`src/hdl/cmc_pkg.sv`:
```
// Shared constants, types and helpers for the calibrated millisecond counter.
package cmc_pkg;

    localparam int TIME_W  = 64;
    localparam int COUNT_W = 32;
    localparam int RATIO_W = 32;
    localparam int STEP_W  = 32;
    localparam int TENTH_W = 29;
    localparam int SHIFT_W = 6;
    localparam int PROD_W  = 52;

    localparam int IN_DATA_W  = 64;
    localparam int OUT_DATA_W = 264;

    localparam logic [TIME_W-1:0]  NS_PER_MS   = 64'd1000000;
    localparam logic [19:0]        NS_PER_MS20 = 20'd1000000;
    localparam logic [TIME_W-1:0]  ROUND_BIAS  = 64'd5;
    localparam logic [RATIO_W-1:0] TENTHS      = 32'd10;

    // x / 5 == (x * RECIP5) >> RECIP5_SH for any 32-bit x
    localparam logic [STEP_W-1:0]  RECIP5    = 32'hCCCC_CCCD;
    localparam int                 RECIP5_SH = 34;

    localparam logic [STEP_W-1:0]  RST_STEP  = 32'd1000000;
    localparam logic [TENTH_W-1:0] RST_TENTH = 29'd100000;
    localparam logic [SHIFT_W-1:0] RST_SHIFT = 6'd17;
    localparam logic [STEP_W-1:0]  RST_POW   = 32'd131072;

    // configuration register indexes
    localparam logic REG_NUM = 1'b0;
    localparam logic REG_DEN = 1'b1;

    // request kinds
    localparam logic REQ_SYNC = 1'b0;
    localparam logic REQ_TICK = 1'b1;

    typedef struct packed {
        logic                 start;
        logic [TIME_W-1:0]    dividend;
        logic [RATIO_W-1:0]   divisor;
    } div_cmd_t;

    typedef struct packed {
        logic                 busy;
        logic                 done;
        logic [TIME_W-1:0]    quotient;
        logic [RATIO_W-1:0]   remainder;
    } div_stat_t;

    function automatic logic [TIME_W-1:0] sat_add(input logic [TIME_W-1:0] a,
                                                  input logic [TIME_W-1:0] b);
        logic [TIME_W:0] s;
        s = {1'b0, a} + {1'b0, b};
        return s[TIME_W] ? {TIME_W{1'b1}} : s[TIME_W-1:0];
    endfunction

endpackage

```
`src/hdl/cmc_divider.sv`:
```
// Radix-2 restoring divider, one quotient bit per cycle, shared by all users.
module cmc_divider
    import cmc_pkg::*;
(
    input  logic      clk,
    input  logic      rst_n,
    input  div_cmd_t  cmd,
    output div_stat_t stat
);

    localparam int CNT_W = $clog2(TIME_W);
    localparam logic [CNT_W-1:0] LAST_CNT = CNT_W'(TIME_W - 1);

    logic                busy_reg, busy_next;
    logic                done_reg, done_next;
    logic [CNT_W-1:0]    cnt_reg, cnt_next;
    logic [TIME_W-1:0]   quo_reg, quo_next;
    logic [RATIO_W-1:0]  rem_reg, rem_next;
    logic [RATIO_W-1:0]  dsr_reg, dsr_next;

    logic [RATIO_W:0]    trial;
    logic [RATIO_W:0]    trial_sub;
    logic                fits;

    assign trial     = {rem_reg, quo_reg[TIME_W-1]};
    assign trial_sub = trial - {1'b0, dsr_reg};
    assign fits      = (trial >= {1'b0, dsr_reg});

    always_comb
    begin
        busy_next = busy_reg;
        done_next = 1'b0;
        cnt_next  = cnt_reg;
        quo_next  = quo_reg;
        rem_next  = rem_reg;
        dsr_next  = dsr_reg;
        if (cmd.start)
        begin
            busy_next = 1'b1;
            cnt_next  = '0;
            quo_next  = cmd.dividend;
            rem_next  = '0;
            dsr_next  = cmd.divisor;
        end
        else if (busy_reg)
        begin
            quo_next = {quo_reg[TIME_W-2:0], fits};
            rem_next = fits ? trial_sub[RATIO_W-1:0] : trial[RATIO_W-1:0];
            cnt_next = cnt_reg + 1'b1;
            if (cnt_reg == LAST_CNT)
            begin
                busy_next = 1'b0;
                done_next = 1'b1;
            end
        end
    end

    always_ff @(posedge clk or negedge rst_n)
    begin
        if (!rst_n)
        begin
            busy_reg <= 1'b0;
            done_reg <= 1'b0;
            cnt_reg  <= '0;
        end
        else
        begin
            busy_reg <= busy_next;
            done_reg <= done_next;
            cnt_reg  <= cnt_next;
        end
    end

    always_ff @(posedge clk)
    begin
        quo_reg <= quo_next;
        rem_reg <= rem_next;
        dsr_reg <= dsr_next;
    end

    assign stat.busy      = busy_reg;
    assign stat.done      = done_reg;
    assign stat.quotient  = quo_reg;
    assign stat.remainder = rem_reg;

endmodule

```
`config.mk`:
```
export PLATFORM = sky130hd
export DESIGN_NAME = cmc_divider
export DESIGN_NICKNAME = d
export VERILOG_FILES = /design/src/hdl/cmc_pkg.sv /design/src/hdl/cmc_divider.sv
export SDC_FILE = /design/constraint.sdc
export NUM_CORES = 1
export LEC_CHECK = 0
export BUFFER_PORTS_ARGS = -buffer_cell sky130_fd_sc_hd__buf_2
export CAP_MARGIN = 25
export CORE_UTILIZATION = 50
export DETAILED_ROUTE_END_ITERATION = 6
export GPL_TIMING_DRIVEN = 0
export PLACE_DENSITY = 0.76
export SYNTH_ARGS = -nofsm -noshare
export SYNTH_HDL_FRONTEND = slang
export SYNTH_SLANG_ARGS = --single-unit
export TNS_END_PERCENT = 50
```
`constraint.sdc`:
```
create_clock -name clk -period 3.2 [get_ports clk]
set_input_delay 0.32 -clock clk [delete_from_list [all_inputs] [get_ports clk]]
set_output_delay 0.32 -clock clk [all_outputs]
set_load 0.005 [all_outputs]
```
==> metrics.md <==
| Metric | Value |
|---|---|
| Vias/cell | `5.62` |
| GR Util met3 | `7.98%` |
| Sequential cell area | `3720 um2` |
| GR Util All Layers | `26.1%` |
| Max Fclk | `324 MHz` |
| Maxcap violations | `0` |
| Ratio of cells with drive above 1 in the final layout | `36.8%` |
| CP max stage cell | `a221o_2` |
| Top flip-flop cell by instance count after synthesis | `edfxtp_1` |
| Largest register FFs | `64` |
| Initial Util | `52.2%` |
| #FFs+latches synth | `136` |
| Met2 usage | `42.6%` |
| Final Critical Period | `3090 ps` |
| Commonest non-fill, non-tap cell in the layout | `buf_2` |
| Worst endpoint required time | `3380 ps` |
| Crit Path Class | `reg -> reg` |
| Worst hold slack | `72.3 ps` |
| Syn Inst Count | `662` |
| Max Transition Viols Final | `0` |
| DRC Markers | `0` |
| Antenna Cells | `0` |
| Final period util | `96.5%` |
| Routed WL per cell | `18.2 um` |
| Root Buffer | `clkbuf_16` |
| CP endpoint kind | `flip-flop` |
| CTS Buffer Depth | `2` |
| H-Tree Depth | `4` |
| Largest stage delay, worst path | `460 ps` |
| Fin. Hold Viols | `0` |
| Met1 Usage GRT | `33.4%` |
| Core area | `14100 um2` |
| CP startpoint kind | `flip-flop` |
| CP Max Fanout | `10` |
| CP arrival | `3260 ps` |
| Pwr dens | `751 nW/um2` |
| Final Setup Violations | `0` |
| TritonCTS Buffers | `17` |
| Drt first pass iters | `5` |
| Finished Layout Cells | `1074` |
| Family with the most delay on the worst path | `compound AO/OA/AOI/OAI gates` |
| I/O pin cnt | `197` |
| Maximum vdd drop | `0.000456 V` |
| Vias in the first global route | `5906` |
| CP cell instances | `inv_1 > ha_2 > and2_1 > and3_1 > a21oi_2 > o311ai_4 > a221o_2 > nand4_4 > nand2_4 > clkbuf_2 > mux2_2` |
| Status | `finished, final reports clean` |
| Most used routing layer | `met2` |
| Layout Nets | `1015` |
| Post-synth EDFFs | `96` |
| Area of the die | `15200 um2` |
| Post-synthesis async set-or-reset flop share | `5.88%` |
| GP Congestion | `0.898` |
| CTS tree | `yes` |
| CP Buf/Inv Count | `2` |
| Yosys warning count | `0` |
| RSZ-0062 raised after global routing | `true` |
| Slew @ Worst Pin | `723 ps` |
| Final clock skew | `17.3 ps` |
| Syn nets | `795` |
| Hold Path Class | `in -> reg` |
| Initial antenna violation count | `0` |
| Worst-path clk slew | `60 ps` |
| Drt initial violations | `403` |
| Area of the multi-input gates | `3380 um2` |
| Leak | `0.00422 uW` |
| Clk sinks | `136` |
| Die H | `123 um` |
| IO buf count | `196` |
| Commonest non-fill, non-tap cells in the layout | `201 x buf_2, 96 x edfxtp_1, 64 x mux2_2, 51 x nor2_1, 45 x nand2_1` |
| First-pass GRT wire length | `29.9 mm` |
| Placed Cells | `1039` |
| FP Rows | `43` |
| Cell area after synthesis | `7360 um2` |
| Antenna-violating nets left | `0` |
| Routed wire length | `19.5 mm` |
| Synth Area per Inst | `11.1 um2` |
| Sequential share of the synthesized area | `50.6%` |
| Unique masters post-synth | `62` |
| Total grt overflow | `0` |
| Area Growth Syn to Fin | `26.0%` |
| Largest net degree at the start of global routing | `39` |
| DR vias | `6040` |
| Clock Latency Late Sink | `420 ps` |
| Chip Width | `123 um` |
| Hpwl dp | `13.9 mm` |
| Slew headroom | `51.8%` |
| Fillcell total | `1161` |
==> routing by layer <==
metal  wire (um)  share of wire (%)  up-vias
met1        8250                 42     2888
met4         255                1.3        0
met5           0                  0        -
met2        9430                 48      248
li1            -                  -     2882
met3        1560                8.0       22
==> cell families (layout without fill, tap and decap cells) <==
| logic type | Yosys count | count (layout) | synth area share, % |
|---|---|---|---|
| AND/OR/NAND/NOR | 169 | 169 | 11.3 |
| AO/OA/AOI/OAI | 139 | 139 | 12.9 |
| flip-flops | 136 | 136 | 50.6 |
| buffers and inverters | 78 | 310 | 4.32 |
| multiplexers | 75 | 75 | 11.3 |
| adder cells (fa/ha/maj) | 34 | 34 | 5.88 |
| XOR/XNOR | 31 | 31 | 3.69 |
==> where the power goes <==
part | internal [uW] | switching, uW
clock | 1150 | 782
sequential | 2190 | 235
combinational | 1170 | 1450
==> layout make-up <==
cell class | count | share of cell area (%)
flip-flops and latches | 136 | 40.1
multi-input cells | 448 | 36.5
repair buffers | 202 | 11.2
clock buffers | 18 | 4.63
well taps | 180 | 2.43
plain buffers | 36 | 1.83
inverters | 41 | 1.69
clock inverters | 13 | 1.56
==> synth_stat cells, types with 11 or more instances <==
library cell  instances  area share (%)
o21ai_0              15             1.0
nor2_1               51             2.6
mux2i_1              11             1.5
xor2_1               16             1.9
a311oi_1             11             1.3
edfxtp_1             96              39
clkbuf_1             20             1.0
a211oi_1             16             1.6
dfxtp_1              32             8.7
mux2_2               64             9.8
xnor2_1              15             1.8
a21o_1               17             1.7
nand3_1              12            0.82
a21oi_1              36             2.4
inv_1                41             2.1
nand2_1              45             2.3
ha_1                 33             5.6
==> metrics by stage <==
step                total power, uW  cell area [um2]  setup TNS (ps)  util (%)  worst slack (ps)
floorplan                      4090             7360               0         -               311
finish                         6970             9280               0      65.8               111
global route                   7370             9280           -86.2      65.8             -32.2
detailed placement             4870             8590          -42180      60.9              -779
CTS                            6840             9190               0      65.2              11.7
global placement               4840             8570         -110270      60.8             -1730
==> repair_timing <==
action | CTS | global route
endpoints found under the setup margin | 73 | 28
buffers inserted | 0 | 4
gates resized for setup | 5 | 14
pin swaps | 0 | 3
hold endpoints to repair | 8 | 0
hold buffers | 1 | 0
==> final timing paths <==
path | cells after the start | start | to | slack (ps)
worst min register to register | 2 | rem_reg[22]$_SDFFE_PP0P_ | rem_reg[22]$_SDFFE_PP0P_ | 520
worst max-delay path | 11 | dsr_reg[10]$_DFFE_PP_ | quo_reg[0]$_DFFE_PP_ | 110
worst max register to register | 11 | dsr_reg[10]$_DFFE_PP_ | quo_reg[0]$_DFFE_PP_ | 110
worst min-delay path | 1 | cmd[30] | dsr_reg[30]$_DFFE_PP_ | 70
min in group asynchronous | 2 | rst_n | cnt_reg[1]$_DFFE_PN0P_ | 290
max in group asynchronous | 2 | rst_n | cnt_reg[0]$_DFFE_PN0P_ | 2740
==> worst register-to-register path: cells and delay by family, from the launching register on <==
kind | cells | cell delay (ps)
and+or+nand+nor | 4 | 660
AOI/OAI and AO/OA | 3 | 860
DFF | 1 | 350
muxes | 1 | 320
buffers and inverters | 2 | 360
adders and majority gates | 1 | 300
Note: power is estimated with default switching activity, not from simulation.
